==> config.mk <==
export PLATFORM = sky130hd
export DESIGN_NAME = heightmap_text_parser_core
export DESIGN_NICKNAME = d
export VERILOG_FILES = /design/src/design/hmtp_pkg.sv /design/src/design/hmtp_cfg_regs.sv /design/src/design/hmtp_engine.sv /design/src/design/heightmap_text_parser_core.sv
export SDC_FILE = /design/constraint.sdc
export NUM_CORES = 1
export LEC_CHECK = 0
export ABC_CLOCK_PERIOD_IN_PS = 9140
export BUFFER_PORTS_ARGS = -buffer_cell sky130_fd_sc_hd__buf_2
export CAP_MARGIN = 40
export CORE_MARGIN = 4
export CORE_UTILIZATION = 64
export DETAILED_ROUTE_END_ITERATION = 10
export PLACE_DENSITY_LB_ADDON = 0.25
export SETUP_SLACK_MARGIN = 0.4
export SYNTH_ARGS = -nofsm -noshare
export SYNTH_HDL_FRONTEND = slang
export SYNTH_SLANG_ARGS = --single-unit
==> constraint.sdc <==
create_clock -name clk -period 9.14 [get_ports clk]
set_input_delay 0.914 -clock clk [delete_from_list [all_inputs] [get_ports clk]]
set_output_delay 0.914 -clock clk [all_outputs]
set_load 0.005 [all_outputs]
==> src/design/hmtp_pkg.sv <==
// ----------------------------------------------------------------------------
// hmtp_pkg
// Shared types and constants of the height-map text parser.
// ----------------------------------------------------------------------------
package hmtp_pkg;

    // Default and widest coordinate counter width
    localparam int COORD_BITS     = 12;
    localparam int MAX_COORD_BITS = 16;

    // Width of the grid size registers
    localparam int CFG_BITS = 13;

    // Register indexes on the configuration port
    localparam logic REG_GRID_WIDTH = 1'b0;
    localparam logic REG_GRID_DEPTH = 1'b1;

    // Result kinds
    localparam logic [1:0] KIND_CELL  = 2'd0;
    localparam logic [1:0] KIND_ERROR = 2'd1;
    localparam logic [1:0] KIND_DONE  = 2'd2;

    // Colour given to a cell without an explicit colour
    localparam logic [23:0] DEFAULT_COLOR = 24'hFFFFFF;

    // One result beat; row and column are held at the widest coordinate width
    typedef struct packed {
        logic [1:0]                kind;
        logic signed [31:0]        altitude;
        logic [23:0]               color;
        logic [MAX_COORD_BITS-1:0] row;
        logic [MAX_COORD_BITS-1:0] col;
        logic signed [31:0]        height_min;
        logic signed [31:0]        height_max;
        logic                      color_seen;
        logic                      last_cell;
    } result_t;

endpackage

==> src/design/hmtp_cfg_regs.sv <==
// ----------------------------------------------------------------------------
// hmtp_cfg_regs
// APB register file holding the grid width and depth.
// ----------------------------------------------------------------------------
module hmtp_cfg_regs
(
    input  logic                         clk,
    input  logic                         rst_n,
    input  logic                         psel,
    input  logic                         penable,
    input  logic                         pwrite,
    input  logic [2:0]                   paddr,
    input  logic [31:0]                  pwdata,
    output logic [31:0]                  prdata,
    output logic                         pready,
    output logic [hmtp_pkg::CFG_BITS-1:0] grid_width,
    output logic [hmtp_pkg::CFG_BITS-1:0] grid_depth
);

    logic [hmtp_pkg::CFG_BITS-1:0] width_reg;
    logic [hmtp_pkg::CFG_BITS-1:0] depth_reg;
    logic                          wr_en;
    logic                          reg_sel;

    assign pready  = 1'b1;
    assign wr_en   = psel && penable && pwrite;
    assign reg_sel = paddr[2];

    always_ff @(posedge clk or negedge rst_n)
    begin
        if (!rst_n)
        begin
            width_reg <= hmtp_pkg::CFG_BITS'(1);
            depth_reg <= hmtp_pkg::CFG_BITS'(1);
        end
        else if (wr_en)
        begin
            if (reg_sel == hmtp_pkg::REG_GRID_WIDTH)
                width_reg <= pwdata[hmtp_pkg::CFG_BITS-1:0];
            else
                depth_reg <= pwdata[hmtp_pkg::CFG_BITS-1:0];
        end
    end

    always_comb
    begin
        if (reg_sel == hmtp_pkg::REG_GRID_WIDTH)
            prdata = 32'(width_reg);
        else
            prdata = 32'(depth_reg);
    end

    assign grid_width = width_reg;
    assign grid_depth = depth_reg;

endmodule

==> src/design/hmtp_engine.sv <==
// ----------------------------------------------------------------------------
// hmtp_engine
// Parse state machine: one character per step, result beat registered.
// ----------------------------------------------------------------------------
module hmtp_engine
#(
    parameter int COORD_BITS = hmtp_pkg::COORD_BITS
)
(
    input  logic                          clk,
    input  logic                          rst_n,
    input  logic                          step,
    input  logic [7:0]                    char_byte,
    input  logic                          end_of_file,
    input  logic [hmtp_pkg::CFG_BITS-1:0] grid_width,
    input  logic [hmtp_pkg::CFG_BITS-1:0] grid_depth,
    output logic                          result_emit,
    output hmtp_pkg::result_t             result
);

    localparam int SIZE_W = hmtp_pkg::MAX_COORD_BITS + 1;

    localparam logic [7:0] CH_TAB   = 8'h09;
    localparam logic [7:0] CH_NL    = 8'h0A;
    localparam logic [7:0] CH_SPACE = 8'h20;
    localparam logic [7:0] CH_COMMA = 8'h2C;
    localparam logic [7:0] CH_MINUS = 8'h2D;
    localparam logic [7:0] CH_ZERO  = 8'h30;
    localparam logic [7:0] CH_NINE  = 8'h39;
    localparam logic [7:0] CH_UP_A  = 8'h41;
    localparam logic [7:0] CH_UP_F  = 8'h46;
    localparam logic [7:0] CH_UP_X  = 8'h58;
    localparam logic [7:0] CH_LO_A  = 8'h61;
    localparam logic [7:0] CH_LO_F  = 8'h66;
    localparam logic [7:0] CH_LO_X  = 8'h78;

    localparam logic [31:0] MAG_LIMIT  = 32'd214748364;
    localparam logic [3:0]  LAST_DIGIT = 4'd8;
    localparam logic [2:0]  HEX_DIGITS = 3'd6;

    typedef enum logic [2:0] {
        PH_START,
        PH_SKIP,
        PH_MINUS,
        PH_DIGITS,
        PH_COLOR0,
        PH_COLORX,
        PH_HEX,
        PH_TRAIL
    } phase_t;

    phase_t                 phase_reg, phase_next;
    logic [31:0]            mag_reg, mag_next;
    logic                   neg_reg, neg_next;
    logic                   nl_reg, nl_next;
    logic [2:0]             hex_reg, hex_next;
    logic [23:0]            color_reg, color_next;
    logic [COORD_BITS-1:0]  row_reg, row_next;
    logic [COORD_BITS-1:0]  col_reg, col_next;
    logic signed [31:0]     min_reg, min_next;
    logic signed [31:0]     max_reg, max_next;
    logic                   any_reg, any_next;
    logic                   err_reg, err_next;
    hmtp_pkg::result_t      res_reg, res_next;

    logic                   is_digit, is_blank, is_ws, is_hex;
    logic [3:0]             digit_val, hex_val;
    logic                   overflow;
    logic [31:0]            mag_x10;
    logic [SIZE_W-1:0]      size_top, width_raw, depth_raw, width_eff, depth_eff;
    logic [SIZE_W-1:0]      col_inc, row_inc;
    logic                   col_end, row_end, grid_last;
    logic signed [31:0]     cell_alt, new_min, new_max;
    logic                   first_cell;
    logic                   emit, do_fail, do_finish, fin_color, run_start, run_digit;

    // Character classes
    assign is_digit  = (char_byte >= CH_ZERO) && (char_byte <= CH_NINE);
    assign is_blank  = (char_byte == CH_SPACE) || (char_byte == CH_TAB);
    assign is_ws     = is_blank || (char_byte == CH_NL);
    assign digit_val = 4'(char_byte - CH_ZERO);

    always_comb
    begin
        is_hex  = 1'b1;
        hex_val = digit_val;
        if (is_digit)
            hex_val = digit_val;
        else if ((char_byte >= CH_UP_A) && (char_byte <= CH_UP_F))
            hex_val = 4'(char_byte - CH_UP_A + 8'd10);
        else if ((char_byte >= CH_LO_A) && (char_byte <= CH_LO_F))
            hex_val = 4'(char_byte - CH_LO_A + 8'd10);
        else
            is_hex = 1'b0;
    end

    // Magnitude step; -2147483648 is the only value allowed to reach the limit+8
    assign overflow = (mag_reg > MAG_LIMIT) ||
                      ((mag_reg == MAG_LIMIT) &&
                       ((digit_val > LAST_DIGIT) || ((digit_val == LAST_DIGIT) && !neg_reg)));
    assign mag_x10  = {mag_reg[28:0], 3'b000} + {mag_reg[30:0], 1'b0} + 32'(digit_val);

    // Grid limits, clamped to 1 .. 2^COORD_BITS
    assign size_top  = SIZE_W'(1) << COORD_BITS;
    assign width_raw = SIZE_W'(grid_width);
    assign depth_raw = SIZE_W'(grid_depth);
    assign width_eff = (width_raw == '0) ? SIZE_W'(1) :
                       (width_raw > size_top) ? size_top : width_raw;
    assign depth_eff = (depth_raw == '0) ? SIZE_W'(1) :
                       (depth_raw > size_top) ? size_top : depth_raw;
    assign col_inc   = SIZE_W'(col_reg) + SIZE_W'(1);
    assign row_inc   = SIZE_W'(row_reg) + SIZE_W'(1);
    assign col_end   = col_inc >= width_eff;
    assign row_end   = row_inc >= depth_eff;
    assign grid_last = col_end && row_end;

    // Finished cell value and running extremes
    assign cell_alt   = neg_reg ? $signed(32'd0 - mag_reg) : $signed(mag_reg);
    assign first_cell = (row_reg == '0) && (col_reg == '0);
    assign new_min    = (first_cell || (cell_alt < min_reg)) ? cell_alt : min_reg;
    assign new_max    = (first_cell || (cell_alt > max_reg)) ? cell_alt : max_reg;

    always_comb
    begin
        phase_next = phase_reg;
        mag_next   = mag_reg;
        neg_next   = neg_reg;
        nl_next    = nl_reg;
        hex_next   = hex_reg;
        color_next = color_reg;
        row_next   = row_reg;
        col_next   = col_reg;
        min_next   = min_reg;
        max_next   = max_reg;
        any_next   = any_reg;
        err_next   = err_reg;
        res_next   = '0;
        emit       = 1'b0;
        do_fail    = 1'b0;
        do_finish  = 1'b0;
        fin_color  = 1'b0;
        run_start  = 1'b0;
        run_digit  = 1'b0;

        if (!err_reg)
        begin
            case (phase_reg)
                PH_TRAIL:
                begin
                    if (end_of_file)
                    begin
                        emit          = 1'b1;
                        res_next.kind = hmtp_pkg::KIND_DONE;
                    end
                    else if (!is_ws)
                        do_fail = 1'b1;
                end
                PH_MINUS:
                begin
                    if (!end_of_file && is_digit)
                        run_digit = 1'b1;
                    else
                        do_fail = 1'b1;
                end
                PH_DIGITS:
                begin
                    if (end_of_file)
                        do_finish = 1'b1;
                    else
                        run_digit = 1'b1;
                end
                PH_COLOR0:
                begin
                    if (!end_of_file && (char_byte == CH_ZERO))
                        phase_next = PH_COLORX;
                    else
                        do_fail = 1'b1;
                end
                PH_COLORX:
                begin
                    if (!end_of_file && ((char_byte == CH_UP_X) || (char_byte == CH_LO_X)))
                    begin
                        phase_next = PH_HEX;
                        hex_next   = '0;
                        color_next = '0;
                    end
                    else
                        do_fail = 1'b1;
                end
                PH_HEX:
                begin
                    fin_color = 1'b1;
                    if (end_of_file)
                        do_finish = 1'b1;
                    else if (is_hex && (hex_reg < HEX_DIGITS))
                    begin
                        color_next = {color_reg[19:0], hex_val};
                        hex_next   = hex_reg + 3'd1;
                    end
                    else if (is_ws)
                        do_finish = 1'b1;
                    else
                        do_fail = 1'b1;
                end
                PH_SKIP:
                begin
                    if (end_of_file)
                        do_finish = 1'b1;
                    else
                        run_start = 1'b1;
                end
                default:
                begin
                    if (end_of_file)
                        do_fail = 1'b1;
                    else
                        run_start = 1'b1;
                end
            endcase
        end

        // Cell start: a blank re-arms the single newline skip
        if (run_start)
        begin
            if (is_blank)
            begin
                nl_next    = 1'b0;
                phase_next = PH_SKIP;
            end
            else if ((char_byte == CH_NL) && !nl_reg)
            begin
                nl_next    = 1'b1;
                phase_next = PH_SKIP;
            end
            else if (char_byte == CH_MINUS)
            begin
                neg_next   = 1'b1;
                phase_next = PH_MINUS;
            end
            else
                run_digit = 1'b1;
        end

        if (run_digit)
        begin
            if (is_digit)
            begin
                if (overflow)
                    do_fail = 1'b1;
                else
                begin
                    mag_next   = mag_x10;
                    phase_next = PH_DIGITS;
                end
            end
            else if (char_byte == CH_COMMA)
            begin
                any_next   = 1'b1;
                phase_next = PH_COLOR0;
            end
            else if (is_ws)
                do_finish = 1'b1;
            else
                do_fail = 1'b1;
        end

        if (do_finish)
        begin
            emit              = 1'b1;
            min_next          = new_min;
            max_next          = new_max;
            res_next.altitude = cell_alt;
            res_next.color    = fin_color ? color_reg : hmtp_pkg::DEFAULT_COLOR;
            res_next.row      = hmtp_pkg::MAX_COORD_BITS'(row_reg);
            res_next.col      = hmtp_pkg::MAX_COORD_BITS'(col_reg);
            res_next.last_cell = grid_last;
            if (end_of_file)
            begin
                // End of file closes the grid only on its final cell
                if (!grid_last)
                    do_fail = 1'b1;
                res_next.kind = hmtp_pkg::KIND_DONE;
            end
            else
            begin
                res_next.kind = hmtp_pkg::KIND_CELL;
                if (col_end)
                begin
                    col_next = '0;
                    if (row_end)
                        phase_next = PH_TRAIL;
                    else
                    begin
                        row_next   = row_inc[COORD_BITS-1:0];
                        phase_next = PH_START;
                    end
                end
                else
                begin
                    col_next   = col_inc[COORD_BITS-1:0];
                    phase_next = PH_START;
                end
                mag_next   = '0;
                color_next = '0;
                hex_next   = '0;
                neg_next   = 1'b0;
                nl_next    = 1'b0;
            end
        end

        if (do_fail)
        begin
            emit     = 1'b1;
            res_next = '0;
            res_next.kind = hmtp_pkg::KIND_ERROR;
            err_next = 1'b1;
        end

        res_next.height_min = min_next;
        res_next.height_max = max_next;
        res_next.color_seen = any_next;

        // End of file always returns the session to its reset state
        if (end_of_file)
        begin
            phase_next = PH_START;
            mag_next   = '0;
            neg_next   = 1'b0;
            nl_next    = 1'b0;
            hex_next   = '0;
            color_next = '0;
            row_next   = '0;
            col_next   = '0;
            min_next   = '0;
            max_next   = '0;
            any_next   = 1'b0;
            err_next   = 1'b0;
        end
    end

    always_ff @(posedge clk or negedge rst_n)
    begin
        if (!rst_n)
        begin
            phase_reg <= PH_START;
            mag_reg   <= '0;
            neg_reg   <= 1'b0;
            nl_reg    <= 1'b0;
            hex_reg   <= '0;
            color_reg <= '0;
            row_reg   <= '0;
            col_reg   <= '0;
            min_reg   <= '0;
            max_reg   <= '0;
            any_reg   <= 1'b0;
            err_reg   <= 1'b0;
            res_reg   <= '0;
        end
        else if (step)
        begin
            phase_reg <= phase_next;
            mag_reg   <= mag_next;
            neg_reg   <= neg_next;
            nl_reg    <= nl_next;
            hex_reg   <= hex_next;
            color_reg <= color_next;
            row_reg   <= row_next;
            col_reg   <= col_next;
            min_reg   <= min_next;
            max_reg   <= max_next;
            any_reg   <= any_next;
            err_reg   <= err_next;
            if (emit)
                res_reg <= res_next;
        end
    end

    assign result_emit = emit;
    assign result      = res_reg;

endmodule

==> src/design/heightmap_text_parser_core.sv <==
// ----------------------------------------------------------------------------
// heightmap_text_parser_core
// Streaming parser of height-map text into cells with running min and max.
// ----------------------------------------------------------------------------
// Characters enter on the s_ stream, one per beat: s_tdata is the character,
// s_tlast marks end of file (the character is then ignored). Each accepted
// beat yields zero or one result beat on the m_ stream: m_tuser gives the kind
// (cell, error, file accepted), m_tlast marks the final cell of the grid.
// Grid width and depth are set over the APB port; the user must only write
// them while no file is in flight, the block does not enforce it. A beat is
// taken into an input register and parsed by the state machine; its result
// lands in the output register, which drives m_tvalid. One character per
// cycle is sustained while the receiver does not stall; the rate is set by the
// single state update of the parser. When the receiver stalls, the output
// register holds and the input register takes one more beat before s_tready
// drops. After an error, characters are dropped without result until end of
// file. Reset clears all parse state and sets both grid sizes to one.
// ----------------------------------------------------------------------------
module heightmap_text_parser_core
#(
    parameter int COORD_BITS = hmtp_pkg::COORD_BITS,
    localparam int OUT_BITS  = 121 + 2 * COORD_BITS,
    localparam int OUT_W     = ((OUT_BITS + 7) / 8) * 8
)
(
    input  logic             clk,
    input  logic             rst_n,
    // APB configuration
    input  logic             psel,
    input  logic             penable,
    input  logic             pwrite,
    input  logic [2:0]       paddr,
    input  logic [31:0]      pwdata,
    output logic [31:0]      prdata,
    output logic             pready,
    // Character stream
    input  logic             s_tvalid,
    output logic             s_tready,
    input  logic [7:0]       s_tdata,   // char_byte
    input  logic             s_tlast,   // end_of_file
    // Result stream
    output logic             m_tvalid,
    input  logic             m_tready,
    output logic [OUT_W-1:0] m_tdata,   // altitude, cell_color, cell_row, cell_col,
                                        // height_min, height_max, color_seen
    output logic [1:0]       m_tuser,   // result_kind
    output logic             m_tlast    // last_cell
);

    logic [hmtp_pkg::CFG_BITS-1:0] grid_width;
    logic [hmtp_pkg::CFG_BITS-1:0] grid_depth;

    logic              in_valid_reg;
    logic [7:0]        in_char_reg;
    logic              in_eof_reg;
    logic              out_valid_reg;
    logic              advance;
    logic              step;
    logic              result_emit;
    hmtp_pkg::result_t result;

    hmtp_cfg_regs u_cfg
    (
        .clk        (clk),
        .rst_n      (rst_n),
        .psel       (psel),
        .penable    (penable),
        .pwrite     (pwrite),
        .paddr      (paddr),
        .pwdata     (pwdata),
        .prdata     (prdata),
        .pready     (pready),
        .grid_width (grid_width),
        .grid_depth (grid_depth)
    );

    // Advance whenever the output register is free or being emptied
    assign advance  = !out_valid_reg || m_tready;
    assign step     = in_valid_reg && advance;
    assign s_tready = !in_valid_reg || advance;

    always_ff @(posedge clk or negedge rst_n)
    begin
        if (!rst_n)
        begin
            in_valid_reg  <= 1'b0;
            out_valid_reg <= 1'b0;
        end
        else
        begin
            if (s_tvalid && s_tready)
                in_valid_reg <= 1'b1;
            else if (advance)
                in_valid_reg <= 1'b0;
            if (advance)
                out_valid_reg <= step && result_emit;
        end
    end

    // Payload of the input register, no reset needed
    always_ff @(posedge clk)
    begin
        if (s_tvalid && s_tready)
        begin
            in_char_reg <= s_tdata;
            in_eof_reg  <= s_tlast;
        end
    end

    hmtp_engine #(.COORD_BITS(COORD_BITS)) u_engine
    (
        .clk         (clk),
        .rst_n       (rst_n),
        .step        (step),
        .char_byte   (in_char_reg),
        .end_of_file (in_eof_reg),
        .grid_width  (grid_width),
        .grid_depth  (grid_depth),
        .result_emit (result_emit),
        .result      (result)
    );

    assign m_tvalid = out_valid_reg;
    assign m_tuser  = result.kind;
    assign m_tlast  = result.last_cell;
    assign m_tdata  = OUT_W'({result.color_seen,
                              result.height_max,
                              result.height_min,
                              result.col[COORD_BITS-1:0],
                              result.row[COORD_BITS-1:0],
                              result.color,
                              result.altitude});

endmodule

==> results.md, run 1 <==
- Peak Freq: 156 MHz
- Total power: 0.00391 W
- RR Startpoint: u_engine.mag_reg[0]
- First-pass GRT wire length: 82500 µm
- Fin crit share: 69.9%
- Iter 0 DRT Violations: 1529
- Starting Density: 65.6%
- Post-DP Area: 0.0210 mm²
- CTS max path bufs: 3
- CTS root buf: clkbuf_16
- Final ANT Viol Nets: 0
- Flops & latches, synth: 339
- EDFF count, synth: 9
- H-tree depth: 2
- Hold-fix buffers at CTS: 0
- Wl on met1: 21600 µm
- Sequential area share after synthesis: 43.3%
- Synth Area in Compound Gates: 17.5%
- # IOs: 241
- Area growth from synthesis to layout: 13.1%
- Post-placement setup slack: 2.94 ns
- CTS tree: yes
- Antenna violations before repair: 0
- Setup TNS: 0 ns
- Status: finished clean
- Port Buffers: 192
- Clock-pin slew on the worst setup and hold paths: 0.06 ns
- Yosys cell types: 80
- Cts bufs inserted: 38
- DIE HEIGHT: 183 µm
- Slew Limit Fails: 0
- Top_reg_cell synth: dfrtp_1
- Crit path DAT: 6.77 ns
- Critical path class: register to register
- Synth top cells by count: nand2_1, dfrtp_1, o21ai_0, ha_1, inv_1
- Routed wl met3: 4210 µm
- Hpwl dp: 36600 µm
- Post-cts sizing count: 0
- Leading area contributor after synthesis: dfrtp_1
- Final min period: 6.39 ns
- Number of global-route vias before repair: 16.1k
- MaxCap Viol Count: 0
- Area share of and/or/nand/nor cells after synthesis: 15.8%
- Final worst slack: 2.75 ns
- CTS Sinks: 339
- Highest metal used: met4
- Xor and xnor area share after synthesis: 3.68%
- Largest net degree at the start of global routing: 109
- Power Density: 175 mW/mm²
- CP Capture Type: register
- Mapped cell area: 0.0197 mm²
- Post-synthesis cell count: 2157
- Clk_lat worst skew: 0.54 ns
- Reg-to-Reg End: u_engine.result[6]
- Peak supply drop: 0.160 mV
- Clk_skew: 0.0197 ns
- GP Congestion: 0.899
- Slew Limit Headroom: 33.9%
- Layout cell share with drive strength beyond 1: 15.3%
- Final instance area: 0.0223 mm²
- Antenna cells: 0
- Flop2flop setup slack: 2.75 ns
- DIE AREA: 0.0337 mm²
- Met2 wire length: 23800 µm
- Via Count: 16.7k
- Endpoints failing setup: 0
- Syn avg cell area: 9.14 µm²
- 1st-pass router iterations: 6
- Leakage: 11.1 nW
- Multi-input gate area: 0.0102 mm²
- Drt drc: 0
- GRT Util Overall: 29.9%
- Fill cell count: 2138
- CP Max Fanout: 35
- Final net count: 2517
- Largest family of logic cells by synthesized area: compound AO/OA/AOI/OAI gates
- Min-delay worst type: input pin to asynchronous set/reset pin
- Post-CTS setup buffer count: 0
- Die width: 183 µm
- R2R depth: 21
- Fraction of synthesized area in multiplexers: 3.90%
- Gr ovfl total: 0
- Critical path launch point type: register
- Worst slew pin tran: 0.985 ns
- Synth warn: 0
- Worst Path Required: 9.52 ns
- Via/cell ratio: 6.13
- Reg area: 0.00853 mm²
- Worst Setup SP: u_engine.mag_reg[0]
- Top-count cell post-synth: nand2_1
- Adder-cell share of the synthesized area: 10.2%
- DR WL/cell: 18.8 µm
- Unrepaired setup endpoints after global routing: no
- Largest register FFs: 148
- WL final: 51300 µm
- Synth area leaders: dfrtp_1, ha_1, nand2_1
- Async SR Flop Fraction: 97.3%
- Top cell type's share of synthesized area: 41.7%
- # rows: 63
- Core area: 0.0300 mm²
- Fin. Hold Viols: 0
logic make-up (layout without fill, tap and decap cells):
family / count (synthesis) / after routing
flops: 339 / 339
xor+xnor: 78 / 78
mux: 72 / 72
other cells: 2 / 27
simple gates: 686 / 686
compound gates: 563 / 563
buf+inv: 257 / 409
fa+ha+maj: 160 / 160
worst max-delay path, cell delays in order (launching register included):
cell and delay, ns:
dfrtp_1 0.54, inv_1 0.32, ha_1 0.23, nand2_1 0.10
or4_4 0.45, or3_4 0.41, nand2b_4 0.18, or4_4 0.53
and2_1 0.19, xnor2_1 0.46, inv_1 0.20, ha_1 0.32
nand2_1 0.05, nor3_1 0.27, nand3_1 0.18, a31o_2 0.25
o211ai_1 0.09, a21oi_1 0.17, nor2_4 0.15, buf_4 0.54
mux2i_1 0.42, o21ai_0 0.14
worst max-delay path by stage:
stage | end | slack, ns | depth (start not counted)
after CTS | u_engine.result[6] | 2.91 | 21
after global routing | u_engine.result[4] | 2.52 | 21
final | u_engine.result[6] | 2.75 | 21
after global placement | u_engine.result[4] | 2.99 | 21
after detailed placement | u_engine.result[6] | 2.94 | 21
after floorplan | u_engine.result[10] | 3.98 | 21
where the power goes:
part	switching (W)	internal, W
logic	0.000434	0.000222
clock network	0.000627	0.000980
registers	0.0000746	0.00157
stage by stage:
step / hold WS (ns) / instances / util, %
3_5_place_dp: 0.451 / 2656 / 69.8
5_1_grt: 0.481 / 2724 / 74.2
3_3_place_gp: 0.449 / 2647 / 69.2
2_1_floorplan: 0.433 / 2182 / -
6_report: 0.407 / 2724 / 74.2
4_1_cts: 0.460 / 2724 / 74.2
metal layers:
metal  global-route usage [%]  vias to the layer above
met5                        0                        -
met4                     10.6                        0
met3                     4.47                      120
met2                     47.3                      703
met1                     42.4                     8068
li1                         -                     7797
placed cells by master (no fill, tap or decap), types with 14 or more instances in the layout:
master and count:
o21ai_0 221, nand4_1 20, nand3_1 44, a21oi_1 86, a21o_1 44, nor2_1 80, nor4_1 14, o21a_1 16
o31ai_1 43, dfrtp_1 328, mux2_2 38, o21ai_1 45, o2bb2ai_1 28, conb_1 27, mux2i_1 34, xor2_1 45
nor3_1 20, buf_2 191, buf_4 21, clkbuf_16 39, ha_1 158, inv_1 116, nand2b_1 28, nand2_1 399
xnor2_1 29
layout make-up:
cell class                      instances  share of cell area [%]
Inverter                              121                    2.04
Clock inverter                         14                   0.870
Sequential cell                       339                    38.3
Clock buffer                           54                    5.08
Timing Repair Buffer                  220                    5.78
Multi-Input combinational cell       1586                    45.8
Tap cell                              390                    2.19
No activity file was read; power rests on OpenSTA's default activity.
==> inputs of run 2 (changes only) <==
- ABC_CLOCK_PERIOD_IN_PS: 9140 -> 5150
- CORE_UTILIZATION: 64 -> 54
- clock period: 9.14 -> 5.15 ns (I/O delays scaled with it)
==> run 2 against run 1 <==
  * Sequential power is 78% higher
  * Highest routed layer unchanged
  * The run now ends with negative setup slack left
  * First-iteration DRC count is 12% lower
  * Combinational power is 100% higher
  * Maximum frequency is 22% higher
  * Largest cell class unchanged
  * Via count is 2.8% higher
==> results.md, run 2 (synthesis gave the netlist of run 1 again) <==
- Die width: 199 µm (was 183 µm)
- Port Buffers: 192 (unchanged)
- Hpwl dp: 38600 µm (was 36600 µm)
- Drt drc: 0 (unchanged)
- Clk_lat worst skew: 0.56 ns (was 0.54 ns)
- Worst Path Required: 5.62 ns (was 9.52 ns)
- Endpoints failing setup: 22 (was 0)
- Via Count: 17.2k (was 16.7k)
- Crit path DAT: 5.70 ns (was 6.77 ns)
- Fin crit share: 102% (was 69.9%)
- Unrepaired setup endpoints after global routing: yes (was no)
- Cell mode on critical path: or4_4
- CTS Sinks: 339 (unchanged)
- Core area: 0.0357 mm² (was 0.0300 mm²)
- Cts bufs inserted: 37 (was 38)
- GRT Util Overall: 26.8% (was 29.9%)
- Final min period: 5.24 ns (was 6.39 ns)
- Slew Limit Headroom: 37.0% (was 33.9%)
- Cell family with most CP delay: simple AND/OR/NAND/NOR gates (unchanged)
- 1st-pass router iterations: 7 (was 6)
- CP Buf/Inv Count: 2 (was 3)
- Clk_skew: 0.0347 ns (was 0.0197 ns)
- Final net count: 2627 (was 2517)
- Largest register FFs: 148 (unchanged)
- First-pass GRT wire length: 85300 µm (was 82500 µm)
- Area growth from synthesis to layout: 22.6% (was 13.1%)
- CTS max path bufs: 3 (unchanged)
- DR WL/cell: 19.6 µm (was 18.8 µm)
- Status: finished with violations (was finished clean)
- CP max-delay cell: or4_4 (was dfrtp_1)
- Largest net degree at the start of global routing: 132 (was 109)
- Slew Limit Fails: 0 (unchanged)
- Critical path launch point type: register (unchanged)
- # IOs: 241 (unchanged)
- Final worst slack: -0.0872 ns (was 2.75 ns)
- Via/cell ratio: 5.91 (was 6.13)
- Leakage: 11.9 nW (was 11.1 nW)
- WL final: 56800 µm (was 51300 µm)
- Min-delay worst type: input pin to asynchronous set/reset pin (unchanged)
- CP Capture Type: register (unchanged)
- Power Density: 287 mW/mm² (was 175 mW/mm²)
- Critical path class: register to register (unchanged)
- GP Congestion: 0.853 (was 0.899)
- # rows: 69 (was 63)
- Antenna cells: 0 (unchanged)
- Layout cell share with drive strength beyond 1: 23.3% (was 15.3%)
- Peak supply drop: 0.248 mV (was 0.160 mV)
- MaxCap Viol Count: 0 (unchanged)
- Fin. Hold Viols: 0 (unchanged)
- Worst slew pin tran: 0.944 ns (was 0.985 ns)
- CP Max Fanout: 8 (was 35)
- Violated checks: negative setup slack
- Clock-pin slew on the worst setup and hold paths: 0.07 ns (was 0.06 ns)
- Final ANT Viol Nets: 0 (unchanged)
- Antenna violations before repair: 0 (unchanged)
- DIE AREA: 0.0396 mm² (was 0.0337 mm²)
- Peak Freq: 191 MHz (was 156 MHz)
- H-tree depth: 2 (unchanged)
- Starting Density: 55.1% (was 65.6%)
- Iter 0 DRT Violations: 1340 (was 1529)
- CTS root buf: clkbuf_16 (unchanged)
- DIE HEIGHT: 199 µm (was 183 µm)
- Commonest non-fill, non-tap cells in the layout: nand2_1, dfrtp_1, buf_2 (was nand2_1, dfrtp_1, o21ai_0)
- Total power: 0.00693 W (was 0.00391 W)
- Hold-fix buffers at CTS: 0 (unchanged)
- CTS tree: yes (unchanged)
- Crit-path cells: or4_4, or4_4, nor3_4, nand2_2, or4_4, o21ai_2, xor2_1, inv_1, ha_1, nor3b_2, o21ai_2, a31oi_1, nor3_2, and2_0, a211o_4, or3_4, buf_12, o21ai_0 (was inv_1, ha_1, nand2_1, or4_4, or3_4, nand2b_4, or4_4, and2_1, xnor2_1, inv_1, ha_1, nand2_1, nor3_1, nand3_1, a31o_2, o211ai_1, a21oi_1, nor2_4, buf_4, mux2i_1, o21ai_0)
- Number of global-route vias before repair: 16.1k (about the same)
- Commonest non-fill, non-tap cell in the layout: nand2_1 (unchanged)
- Max stage delay on crit path: 0.57 ns (was 0.54 ns)
- Fin Hold WS: 0.0509 ns (was 0.407 ns)
- Gr ovfl total: 0 (unchanged)
-- run 2: final cells by class --
type,count,area (µm²)
fill,2767,11600
timing repair buffer,331,2420
inverter,121,454
sequential,339,8530
clock buffer,53,1070
clock inverter,12,130
multi-input combinational,1586,11000
tap,461,577
-- run 2: final timing paths --
check	from	to	slack (ns)	depth (start not counted)
max	u_engine.mag_reg[2]	u_engine.min_reg[8]	-0.09	18
min	rst_n	u_engine.result[49]	0.05	1
max reg2reg	u_engine.mag_reg[2]	u_engine.min_reg[8]	-0.09	18
min reg2reg	u_engine.result[0]	u_engine.result[0]	0.47	2
max in group asynchronous	rst_n	u_engine.result[118]	3.94	2
min in group clk	s_tdata[1]	in_char_reg[1]	0.13	1
-- run 2: repair_timing --
action / CTS / global route
setup endpoints to repair: 128 / 128
gates cloned: 3 / 6
buffers inserted: 14 / 9
resized for setup: 34 / 163
pin swaps: 12 / 12
-- run 2: power by group --
part / internal [W] / switching, W
registers: 0.00279 / 0.000139
clock network: 0.00155 / 0.00112
logic: 0.000489 / 0.000838
total: 0.00482 / 0.00210
-- run 2: per-stage QoR --
step	setup TNS, ns	std cells	setup slack [ns]	util, %	cell area, µm²
after global placement	0	2805	0.0193	60.7	21700
after global routing	-5.71	2903	-0.215	67.6	24200
after detailed placement	0	2806	0.0299	60.8	21700
final	-0.529	2903	-0.0872	67.6	24200
after floorplan	0	2182	0.382	-	19900
after CTS	0	2888	0.211	65.0	23200
-- run 2: metal layers --
layer | vias to the layer above | global-route usage [%] | part of all wire (%)
li1 | 8040 | - | -
met2 | 657 | 40.6 | 46
met3 | 140 | 5.50 | 7.3
met4 | 0 | 8.51 | 3.4
met1 | 8325 | 38.9 | 44
met5 | - | 0 | 0
